## config.mk

```make
export PLATFORM = sky130hd
export DESIGN_NAME = ppiad_ctrl
export DESIGN_NICKNAME = d
export VERILOG_FILES = /design/src/rtl/ppiad_pkg.sv /design/src/rtl/ppiad_ctrl.sv
export SDC_FILE = /design/constraint.sdc
export NUM_CORES = 1
export LEC_CHECK = 0
export ABC_AREA = 1
export BUFFER_PORTS_ARGS = -buffer_cell sky130_fd_sc_hd__clkbuf_2
export CORE_AREA = 2 2 39 41
export CTS_CLUSTER_SIZE = 40
export DETAILED_ROUTE_END_ITERATION = 16
export DIE_AREA = 0 0 41 43
export RECOVER_POWER = 50
export SLEW_MARGIN = 5
export SYNTH_ARGS = -nofsm -noshare
export SYNTH_HDL_FRONTEND = slang
export SYNTH_SLANG_ARGS = --single-unit
```

## constraint.sdc

```tcl
create_clock -name clk -period 2.4 [get_ports clk]
set_input_delay 0.24 -clock clk [delete_from_list [all_inputs] [get_ports clk]]
set_output_delay 0.24 -clock clk [all_outputs]
set_load 0.01 [all_outputs]
```

## src/rtl/ppiad_pkg.sv

```systemverilog
// Shared types, constants and register indexes of the afterglow decay unit.
`default_nettype none

package ppiad_pkg;

	localparam int unsigned COLUMNS_DEF = 1024;
	localparam int unsigned ROWS_DEF    = 1024;

	localparam int unsigned COORD_W = 11;
	localparam int unsigned LEVEL_W = 8;
	localparam int unsigned FLOOR_W = 13;
	localparam int unsigned CFG_IDX_W  = 3;
	localparam int unsigned CFG_DATA_W = 13;

	localparam logic [CFG_IDX_W-1:0] REG_NORMAL_DECAY = 3'd0;
	localparam logic [CFG_IDX_W-1:0] REG_TAIL_DECAY   = 3'd1;
	localparam logic [CFG_IDX_W-1:0] REG_TAIL_GATE    = 3'd2;
	localparam logic [CFG_IDX_W-1:0] REG_TAIL_ENABLE  = 3'd3;
	localparam logic [CFG_IDX_W-1:0] REG_FLOOR_LEVEL  = 3'd4;

	localparam logic [LEVEL_W-1:0] NORMAL_DECAY_RST = 8'd65;
	localparam logic [LEVEL_W-1:0] TAIL_DECAY_RST   = 8'd30;
	localparam logic [LEVEL_W-1:0] TAIL_GATE_RST    = 8'd200;
	localparam logic               TAIL_ENABLE_RST  = 1'b1;
	localparam logic [FLOOR_W-1:0] FLOOR_LEVEL_RST  = 13'd40;

	localparam logic OP_DECAY = 1'b0;
	localparam logic OP_LOAD  = 1'b1;

	typedef struct packed {
		logic               operation;
		logic [COORD_W-1:0] col;
		logic [COORD_W-1:0] row;
		logic [LEVEL_W-1:0] load_level;
		logic               load_mark;
	} in_item_t;

	typedef struct packed {
		logic [COORD_W-1:0] out_col;
		logic [COORD_W-1:0] out_row;
		logic [LEVEL_W-1:0] new_level;
		logic               table_select;
		logic               new_mark;
	} out_item_t;

	typedef enum logic [1:0] {
		ST_CLEAR,
		ST_IDLE,
		ST_READ,
		ST_WRITE
	} state_t;

	typedef struct packed {
		logic capture;
		logic clr_en;
		logic rd_en;
		logic wr_load;
		logic wr_decay;
	} cmd_t;

	typedef struct packed {
		logic clr_last;
		logic in_range;
		logic is_load;
	} status_t;

endpackage

`default_nettype wire

```

## src/rtl/ppiad_ctrl.sv

```systemverilog
// Controller state machine: clearing pass, item capture, read and write-back sequencing.
`default_nettype none

module ppiad_ctrl (
	input  wire                 clk,
	input  wire                 arst_n,
	input  wire                 start,
	input  ppiad_pkg::status_t  status,
	output ppiad_pkg::cmd_t     cmd,
	output logic                busy,
	output logic                result_valid
);

	ppiad_pkg::state_t state_q, state_d;

	always_ff @(posedge clk or negedge arst_n) begin
		if (!arst_n) begin
			state_q <= ppiad_pkg::ST_CLEAR;
		end else begin
			state_q <= state_d;
		end
	end

	always_comb begin
		state_d      = state_q;
		cmd          = '0;
		busy         = 1'b1;
		result_valid = 1'b0;
		case (state_q)
			ppiad_pkg::ST_CLEAR: begin
				cmd.clr_en = 1'b1;
				if (status.clr_last) begin
					state_d = ppiad_pkg::ST_IDLE;
				end
			end
			ppiad_pkg::ST_IDLE: begin
				busy = 1'b0;
				if (start) begin
					cmd.capture = 1'b1;
					state_d     = ppiad_pkg::ST_READ;
				end
			end
			ppiad_pkg::ST_READ: begin
				if (!status.in_range) begin
					state_d = ppiad_pkg::ST_IDLE;
				end else if (status.is_load) begin
					cmd.wr_load = 1'b1;
					state_d     = ppiad_pkg::ST_IDLE;
				end else begin
					cmd.rd_en = 1'b1;
					state_d   = ppiad_pkg::ST_WRITE;
				end
			end
			ppiad_pkg::ST_WRITE: begin
				cmd.wr_decay = 1'b1;
				result_valid = 1'b1;
				state_d      = ppiad_pkg::ST_IDLE;
			end
			default: begin
				state_d = ppiad_pkg::ST_IDLE;
			end
		endcase
	end

	a_result_after_read: assert property (@(posedge clk) disable iff (!arst_n)
		result_valid |-> $past(cmd.rd_en))
		else $error("result without a preceding store read");

	a_idle_after_result: assert property (@(posedge clk) disable iff (!arst_n)
		result_valid |=> !busy)
		else $error("block not idle after result");

	a_accept_to_read: assert property (@(posedge clk) disable iff (!arst_n)
		(start && !busy) |=> (state_q == ppiad_pkg::ST_READ))
		else $error("accepted transaction did not advance to read");

	a_no_write_overlap: assert property (@(posedge clk) disable iff (!arst_n)
		!(cmd.clr_en && (cmd.wr_load || cmd.wr_decay)))
		else $error("clearing pass collides with a store write");

endmodule

`default_nettype wire

```

# --- Word level (Yosys, flattened, before mapping) ---
# Cells that the tools add are included.
word_totals:
  input_bits: 6
  romBits: 0
  wordCells: 22
  ff_bits: 2
  ram_bits: 0
  output_inout_bits: 7
  memories: 0
  latchBits: 0
op_classes:
  n_addsub: 0
  n_mul: 0
  magnitude_cmp: 0
  div: 0
  n_eq_ne: 5
  n_shift: 0
  n_reduce_logical: 2
  n_mux: 14
  n_bitwise: 0
ops:
  columns: ["cell", "n"]
  rows:
  - ["2-bit 2-to-1 mux", 6]
  - ["2-bit case mux with 4 select lines", 1]
  - ["1-bit 2-to-1 mux", 7]
  - ["2-bit == test, second input constant", 2]
  - ["2-bit inequality test, second input constant", 2]
  - ["2-bit by 1-bit == test with 1-bit output, second input constant", 1]
  - ["2-bit logical NOT", 1]
  - ["2-bit AND reduction", 1]

# --- Logic depth before layout (Yosys ltp) ---
depth:
  ltp_word: 3
  depth_mapped: 7
  mapped_depth_nobuf: 7

# --- Least setup slack after synthesis ---
# No wires, ideal clock.
synth_path:
  kind: "reg-to-output"
  startpoint: "reg state_q[0]"
  endpoint: "out cmd[1] (netlist bit)"
  slack_ns: 1.310
  t_arrival_ns: 0.850
  t_required_ns: 2.160
  n_path_buf: 0
  path_stages_with_launch: 5
  cell_sequence: "dfrtp_1 > inv_1 > ha_1 > nand2_1 > nor2_1"
synth_rtl:
  columns: ["item", "line", "text"]
  rows:
  - ["start, declared", "ppiad_ctrl.sv:14", "ppiad_pkg::state_t state_q, state_d;"]
  - ["start signal, assigned", "ppiad_ctrl.sv:18", "state_q <= ppiad_pkg::ST_CLEAR;"]
  - ["start signal, assigned", "ppiad_ctrl.sv:20", "state_q <= state_d;"]
  - ["end, declared", "ppiad_ctrl.sv:9", "output ppiad_pkg::cmd_t cmd,"]

==> flow_metrics.tcl <==
set metrics [dict create \
    status "finished, final reports clean" \
    gp_congestion 0.620 \
    max_cap_viol_count 0 \
    cts.sinks 2 \
    rsz0062_at_grt "false" \
    async_flop_share 1.00 \
    synthFlopType "dfrtp_1" \
    cts.path.max_buffers 2 \
    synth_cell_types 10 \
    clock_skew_ps 1.77 \
    finalMaxSlewViolations 0 \
    grt_pass1_vias 166 \
    synth.most_common_cell "inv_1" \
    path_class "reg -> out" \
    grt_max_degree 5 \
    ys_seq_area_frac 0.245 \
    place_area_sq_um 277 \
    largest_reg_flops 2 \
    relSlewSlack 0.890 \
    worstHoldPathType "in -> reg" \
    cp.required_ps 2160 \
    cts_setup_buffers 0 \
    synth_area_sq_um 204 \
    period_needed_ps 1430 \
    p_int_uw 178 \
    hp-start "status[0]" \
    core-area_sq_mm 0.00138 \
    hold_viol 0 \
    wl_um 391 \
    largest_register "state_q" \
    synthTopCellsByCount "inv_1 (8), nand2_1 (7), ha_1 (4)" \
    setup_viol 0 \
    die_h_um 43 \
    synth_area_leaders "dfrtp_1 (25%), ha_1 (25%), inv_1 (15%)" \
    leakage_uw 0.000193 \
    numCtsBuffers 3 \
    p_clk_frac 0.237 \
    fin_area_sq_um 304 \
    syn_avg_cell_area_sq_um 7.03 \
    reg2reg_slack_ps 1260 \
    total_power_uw 319 \
    yosysWarnings 0 \
    fin_nets 56 \
    diodes 0 \
    tns_ps 0 \
    antenna_found_initial 0 \
    critPathBufInv 2 \
    synth-edff-count 0 \
    clk_pin_slew_ps 30 \
    timing.final.crit_share 0.596 \
    dpl.hpwl_um 322 \
    placement.setup.worst_slack_ps 1190 \
    whs_endpoint "state_q[1]" \
    reg2reg_depth 6 \
    io_buffers 12 \
    synth.net_count 39 \
    yosysTopAreaCell "dfrtp_1" \
    grt_pass1_wl_um 586 \
    p_switching_uw 141 \
    htree_levels 1 \
    cp_cell_sequence "inv_1 > ha_1 > nand2_1 > nor2_1 > clkbuf_2" \
    first_pass_iters 4 \
    vias 207 \
    io_pins 13 \
    ys_ff_latch 2 \
    synthCells 29 \
    critPathArrivalTime_ps 1190 \
    placed_cells 56 \
    drcViolationCount 0 \
    p_per_area_mw_per_mm2 1050 \
    routedWlPerCell_um 6.52 \
    drtIter0Drc 1 \
    layout_setup_ws_ps 969 \
    crit_path_top_delay_cell "dfrtp_1" \
    overflow 0 \
    start_util 0.147 \
    critPathTopFamily "flip-flops" \
    top_regs "state_q: 2 flops" \
    die_w_um 41 \
    irDropWorstVdd_mv 0.220 \
    path_max_fanout 4 \
    p_sw_frac 0.442 \
    instances_no_fill 60 \
    start_kind "register" \
    track_usage 0.0552 \
    area.growth.synth_to_final_pct 49.1 \
    combPwrFrac 0.562 \
    fmax_ghz 0.699 \
    postRouteAntennaNets 0 \
    max_stage_delay_ps 400 \
    r2r_end "state_q[0]" \
    worst_pin_slew_ps 163 \
    clock_latency_ps 230 \
    synth_top_area_frac 0.245 \
    root_buffer "clkbuf_4" \
    hold_depth 4 \
    dieArea_sq_mm 0.00176 \
    drive_above_1_share 0.364 \
    via_per_inst 3.45 \
    p_seq_frac 0.201 \
    crit_path_end_kind "primary output" \
    rr_startpoint "state_q[1]" \
    num_rows 14 \
    cts_tree "done" \
]
worst reg2reg max path, cell delays in order, from the launching register on:
cell	delay (ps)
dfrtp_1	380
inv_1	80
ha_1	220
nand2_1	80
nand2_1	100
nand2_1	70
o21ai_0	80
worst max-delay path by stage:
stage | start | to | slack (ps) | cells past startpoint
global route | state_q[0] | cmd[1] | 820 | 5
finish | state_q[0] | cmd[2] | 970 | 5
floorplan | state_q[0] | cmd[1] | 1310 | 4
global placement | state_q[0] | cmd[1] | 1210 | 5
CTS | state_q[0] | cmd[1] | 930 | 5
detailed placement | state_q[0] | cmd[1] | 1190 | 5
per-stage QoR:
step,hold slack [ps],utilization
after floorplan,-55.6,-
after global placement,29.2,0.200
after detailed placement,29.8,0.200
after CTS,311,0.223
after global routing,331,0.220
final,316,0.220
power by group through the flow:
| stage | registers, uW | clock network, uW | logic (uW) |
|---|---|---|---|
| 6_report | 64.1 | 75.8 | 179 |
| 5_1_grt | 68.4 | 82.1 | 213 |
| 4_1_cts | 64.6 | 82.3 | 192 |
| 3_5_place_dp | 65.2 | 0 | 189 |
| 3_3_place_gp | 63.3 | 0 | 190 |
| 2_1_floorplan | 61.7 | 0 | 141 |
placed cells by master (no fill, tap or decap):
master and count:
clkbuf_4 3, o21ai_0 1, dlygate4sd3_1 1, o21ai_2 1, dfrtp_1 2, clkbuf_1 2, nand2_2 1, nand2_1 8
nor2_2 1, clkbuf_2 10, ha_1 4, nor2_1 2, inv_1 8
layout make-up:
type / instances / area, sq um
fill: 160 / 1080
multi-input combinational: 18 / 114
tap: 16 / 20.0
sequential: 2 / 50.0
inverter: 8 / 30.0
clock buffer: 3 / 22.5
timing repair buffer: 13 / 67.6
repair_timing:
action                                 CTS  global route
endpoints found under the hold margin    2             0
resized for setup                        0             0
hold buffers                             1             0
cell families after synthesis:
family,synth area share
AND/OR/NAND/NOR,0.258
buffers and inverters,0.184
adder cells (fa/ha/maj),0.245
AO/OA/AOI/OAI,0.0675
flip-flops,0.245
metal layers:
layer,vias up,global-route usage,share of wire
met3,0,0.0157,0.14
met2,13,0.0656,0.43
met4,0,0.0800,0
met5,-,0,0
li1,114,-,-
met1,80,0.0611,0.42
Note: power is estimated with default switching activity, not from simulation.
